==> src/hdl/mia_pkg.sv <==
`default_nettype none
package mia_pkg;

  localparam int ElemW = 32;
  localparam int WideW = 192;

  typedef enum logic [3:0] {
    ST_LOAD,
    ST_COF_CLR,
    ST_COF_MUL,
    ST_COF_STEP,
    ST_COF_ACC,
    ST_DET_MUL,
    ST_DET_STEP,
    ST_DET_ACC,
    ST_OUT_SETUP,
    ST_DIV,
    ST_EMIT
  } mia_state_t;

  typedef struct packed {
    logic store_elem;
    logic cof_clear;
    logic cof_mul;
    logic cof_acc;
    logic det_clear;
    logic det_mul;
    logic det_acc;
    logic mul_step;
    logic div_setup;
    logic div_step;
    logic emit;
  } mia_cmd_t;

  typedef struct packed {
    logic div_done;
    logic mul_done;
  } mia_status_t;

  typedef logic signed [WideW-1:0] wide_t;

endpackage
`default_nettype wire

==> src/hdl/mia_ctrl.sv <==
`default_nettype none
module mia_ctrl
  import mia_pkg::*;
#(
  parameter int MAX_DIM = 4
) (
  input  wire logic                    clk,
  input  wire logic                    rst_n,
  input  wire logic                    start,
  input  wire logic                    cfg_we,
  input  wire logic [2:0]              cfg_data,
  input  wire mia_status_t             status,
  output logic                         busy,
  output mia_cmd_t                     cmd,
  output logic [$clog2(MAX_DIM*MAX_DIM+1)-1:0] elem_idx,
  output logic [$clog2(MAX_DIM+1)-1:0] dim,
  output logic [$clog2(MAX_DIM*MAX_DIM+1)-1:0] cof_idx,
  output logic [4:0]                   term_idx,
  output logic                         last
);

  localparam int IW = $clog2(MAX_DIM*MAX_DIM+1);
  localparam int NW = $clog2(MAX_DIM+1);

  mia_state_t state_r, state_nxt;
  logic [2:0] size_r;
  logic [IW-1:0] cnt_r, cnt_nxt, idx_r, idx_nxt;
  logic [4:0] term_r, term_nxt;
  logic [IW-1:0] total;

  always_comb begin
    if (size_r == 3'd0) dim = NW'(1);
    else if (int'(size_r) > MAX_DIM) dim = NW'(MAX_DIM);
    else dim = NW'(size_r);
    total = IW'(int'(dim) * int'(dim));
  end

  assign elem_idx = cnt_r;
  assign cof_idx = idx_r;
  assign term_idx = term_r;
  assign last = (idx_r == total - IW'(1));

  always_ff @(posedge clk) begin
    if (!rst_n) begin
      state_r <= ST_LOAD;
      size_r <= 3'd4;
      cnt_r <= '0;
      idx_r <= '0;
      term_r <= '0;
    end else begin
      state_r <= state_nxt;
      cnt_r <= cnt_nxt;
      idx_r <= idx_nxt;
      term_r <= term_nxt;
      if (cfg_we) begin
        size_r <= cfg_data;
        cnt_r <= '0;
      end
    end
  end

  always_comb begin
    state_nxt = state_r;
    cnt_nxt = cnt_r;
    idx_nxt = idx_r;
    term_nxt = term_r;
    case (state_r)
      ST_LOAD: begin
        if (start) begin
          if (cnt_r == total - IW'(1)) begin
            cnt_nxt = '0;
            idx_nxt = '0;
            state_nxt = ST_COF_CLR;
          end else begin
            cnt_nxt = cnt_r + IW'(1);
          end
        end
      end
      ST_COF_CLR: begin
        term_nxt = '0;
        state_nxt = ST_COF_MUL;
      end
      ST_COF_MUL: state_nxt = ST_COF_STEP;
      ST_COF_STEP: if (status.mul_done) state_nxt = ST_COF_ACC;
      ST_COF_ACC: begin
        if (term_r == 5'd5) begin
          if (idx_r == total - IW'(1)) begin
            idx_nxt = '0;
            term_nxt = '0;
            state_nxt = ST_DET_MUL;
          end else begin
            idx_nxt = idx_r + IW'(1);
            state_nxt = ST_COF_CLR;
          end
        end else begin
          term_nxt = term_r + 5'd1;
          state_nxt = ST_COF_MUL;
        end
      end
      ST_DET_MUL: state_nxt = ST_DET_STEP;
      ST_DET_STEP: if (status.mul_done) state_nxt = ST_DET_ACC;
      ST_DET_ACC: begin
        if (int'(term_r) == int'(dim) - 1) begin
          idx_nxt = '0;
          state_nxt = ST_OUT_SETUP;
        end else begin
          term_nxt = term_r + 5'd1;
          state_nxt = ST_DET_MUL;
        end
      end
      ST_OUT_SETUP: state_nxt = ST_DIV;
      ST_DIV: if (status.div_done) state_nxt = ST_EMIT;
      ST_EMIT: begin
        if (last) begin
          idx_nxt = '0;
          state_nxt = ST_LOAD;
        end else begin
          idx_nxt = idx_r + IW'(1);
          state_nxt = ST_OUT_SETUP;
        end
      end
      default: state_nxt = ST_LOAD;
    endcase
  end

  always_comb begin
    cmd = '0;
    busy = (state_r != ST_LOAD);
    case (state_r)
      ST_LOAD: cmd.store_elem = start;
      ST_COF_CLR: cmd.cof_clear = 1'b1;
      ST_COF_MUL: cmd.cof_mul = 1'b1;
      ST_COF_STEP: cmd.mul_step = 1'b1;
      ST_COF_ACC: begin
        cmd.cof_acc = 1'b1;
        cmd.det_clear = 1'b1;
      end
      ST_DET_MUL: cmd.det_mul = 1'b1;
      ST_DET_STEP: cmd.mul_step = 1'b1;
      ST_DET_ACC: cmd.det_acc = 1'b1;
      ST_OUT_SETUP: cmd.div_setup = 1'b1;
      ST_DIV: cmd.div_step = 1'b1;
      ST_EMIT: cmd.emit = 1'b1;
      default: cmd = '0;
    endcase
  end

endmodule
`default_nettype wire

==> config.mk <==
export PLATFORM = sky130hd
export DESIGN_NAME = mia_ctrl
export DESIGN_NICKNAME = d
export VERILOG_FILES = /design/src/hdl/mia_pkg.sv /design/src/hdl/mia_ctrl.sv
export SDC_FILE = /design/constraint.sdc
export NUM_CORES = 1
export LEC_CHECK = 0
export BUFFER_PORTS_ARGS = -buffer_cell sky130_fd_sc_hd__buf_2
export CAP_MARGIN = 15
export CORE_ASPECT_RATIO = 1.4
export CORE_UTILIZATION = 50
export CTS_CLUSTER_DIAMETER = 40
export DETAILED_ROUTE_END_ITERATION = 10
export PLACE_DENSITY_LB_ADDON = 0.08
export REMOVE_ABC_BUFFERS = 1
export SETUP_SLACK_MARGIN = 0.05
export SYNTH_ARGS = -nofsm -noshare
export SYNTH_HDL_FRONTEND = slang
export SYNTH_SLANG_ARGS = --single-unit
==> constraint.sdc <==
create_clock -name clk -period 6.2 [get_ports clk]
set_clock_uncertainty 0.05 [all_clocks]
set_input_delay 0.31 -clock clk [delete_from_list [all_inputs] [get_ports clk]]
set_output_delay 0.31 -clock clk [all_outputs]
set_load 0.005 [all_outputs]
==> flow_summary.yaml <==
routing:
  ant_nets: 0
  vias_per_cell: 6.10
  drt_wl_total_mm: 3.95
  drc: 0
  drt_iter0_drc: 57
  wire_per_inst_um: 14.8
  first_pass_iters: 4
  via_count: 1630
finish:
  final_util_pct: 61.6
  area_delta_synth_final_pct: 13.9
  antennaDiodeCount: 0
  final_common_cell: "buf_2"
  fin_nets: 244
  final_layout_size_suffix_gt1_share_pct: 23.0
  final_cell_mix: "buf_2 (39), nor2_1 (24), dfxtp_1 (22)"
  regArea_um2: 440
  n_fill_cell: 291
  multi_input_area_mm2: 0.00104
critical_path:
  cp.arrival_ps: 2520
  path_max_fanout: 10
  rrSetupSlack_ps: 3780
  cp-start-kind: "flip-flop"
  cp_num_buf_inv: 0
  cp-end-kind: "flip-flop"
  path_cells: "ha_1 -> nand4bb_1 -> a2111oi_0 -> a21oi_1 -> a21o_1 -> o21ai_1 -> o211ai_1"
  crit_family: "compound AO/OA/AOI/OAI gates"
  cp_data_required_time_ps: 6300
  crit_type: "reg2reg"
  critical-path-max-stage-delay_ps: 530
  crit_path_top_delay_cell: "dfxtp_1"
sta:
  final.setup.tns_ps: 0
  hold_violations: 0
  relSlewSlack_pct: 57.8
  rsz0062_at_grt: "false"
  tightest_slew_ps: 630
  fin_ws_ps: 3780
  slew_viol_final: 0
  timing.fmax_ghz: 0.413
  setup_violations: 0
  finalHoldWorstSlack_ps: 214
  fin_crit_ps: 2420
  fin_crit_sh_pct: 39.0
clock_tree:
  cts_sinks: 22
  cts-root-buf: "clkbuf_8"
  clkTransAtPathRegs_ps: 80
  htreeDepth: 1
  cts_buffer_depth: 2
  cts_setup_buffers: 0
  ctsHoldBuffers: 0
  ctsResizeCount: 0
  tritoncts: "done"
  clk_latency_ps: 260
  numCtsBuffers: 3
flow_run:
  drv_cap: 0
yosys:
  ys_seq_elements: 22
  synth_top_family_by_area: "simple AND/OR/NAND/NOR gates"
  ys_warn_count: 0
  synth_cell_types: 57
  synth_seq_area_share_pct: 27.7
  synth-edff-count: 0
  synth-adder-area-share_pct: 3.15
  syn_avg_cell_area_um2: 7.98
  yosys.area_share.simple_pct: 31.2
  synth-xor-area-share_pct: 3.31
  synthTopCellsByArea: "dfxtp_1 (28%), nor2_1 (5.7%), ha_1 (3.2%)"
  synthMuxAreaShare_pct: 3.15
  synth_compound_area_share_pct: 24.6
  synth_area_mm2: 0.00159
  netlist_instances: 199
  async_reset_ff_share_pct: 0
  synth_area_leader_cell: "dfxtp_1"
  synthFlopType: "dfxtp_1"
  synth_top_cell_area_share_pct: 27.7
place:
  io_buffers: 39
  routabilityCongestion: 0.920
  hpwl_mm: 2.87
  place_ws_ps: 3800
floorplanning:
  core_mm2: 0.00294
  dieArea_mm2: 0.00341
  start_util_pct: 54.1
  die_w_um: 49.6
  die_h_um: 68.7
  core.rowCount: 23
  io_pins: 40
grt:
  grt_max_degree: 21
  grt.overflow.total: 0
  grt_pass1_wl_mm: 6.67
  antenna_found_initial: 0
  grt_pass1_vias: 1473
  track_usage_pct: 25.1
pwr:
  leakagePower_nw: 0.745
  max-vdd-ir-drop_mv: 0.112
  power_density_mw_per_mm2: 153
outcome:
  status: "finished, final reports clean"
worst_hold_path:
  hp-class: "in2reg"
[final timing paths]
check                    from           to  depth (start not counted)
setup / recovery  term_idx[0]   cof_idx[3]                          7
hold reg to reg   term_idx[3]  term_idx[3]                          2
hold / removal    cfg_data[2]    size_r[2]                          3
setup reg to reg  term_idx[0]   cof_idx[3]                          7
[cell usage after synthesis, drive strengths merged, types with 4 or more instances]
| cell | instances |
|---|---|
| nor2 | 24 |
| dfxtp | 22 |
| a21oi | 9 |
| inv | 9 |
| nand2 | 9 |
| nand3 | 9 |
| clkbuf | 8 |
| nand2b | 8 |
| nor3 | 7 |
| nor2b | 6 |
| o211ai | 6 |
| o21ai | 6 |
| mux2i | 5 |
| ha | 4 |
| o21a | 4 |
| o22ai | 4 |
| or4 | 4 |
| xor2 | 4 |
[worst reg2reg max path, stage by stage, from the launching register on]
cell and delay (ps):
dfxtp_1 530, ha_1 220, nand4bb_1 260, a2111oi_0 490, a21oi_1 80, a21o_1 260, o21ai_1 310, o211ai_1 130
[where the power goes]
group	switching, mW	internal, mW
clock network	0.0497	0.0566
registers	0.00338	0.143
logic	0.0125	0.0110
[cell families after synthesis]
group                      Yosys count
adders and majority gates            4
buffers and inverters               21
DFF                                 22
muxes                                5
xor gates and xnor gates             6
AOI/OAI and AO/OA                   51
and+or+nand+nor                     90
[sequential cells by signal, indices dropped and copies added, names as in the netlist]
signal and count:
cof_idx 5, elem_idx 5, size_r 3, state_r 4, term_idx 5
[per-layer routing]
metal / routed length, um / track usage, % / vias to the layer above
met2: 2000 / 43.9 / 58
li1: - / - / 794
met4: 70 / 12.9 / 0
met3: 172 / 3.07 / 6
met1: 1710 / 30.3 / 772
met5: 0 / 0 / -
[cell type report]
class,count,share of cell area [%]
well taps,37,2.56
repair buffers,39,10.8
multi-input cells,156,57.4
flip-flops and latches,22,24.3
inverters,9,1.87
clock buffers,4,3.04
[through the flow]
| stage | cell area, um2 | instances | total power, mW |
|---|---|---|---|
| 4_1_cts | 1810 | 267 | 0.279 |
| 2_1_floorplan | 1510 | 187 | 0.163 |
| 5_1_grt | 1810 | 267 | 0.286 |
| 3_5_place_dp | 1750 | 263 | 0.173 |
| 6_report | 1810 | 267 | 0.276 |
| 3_3_place_gp | 1750 | 263 | 0.172 |
Note: power is estimated with default switching activity, not from simulation.
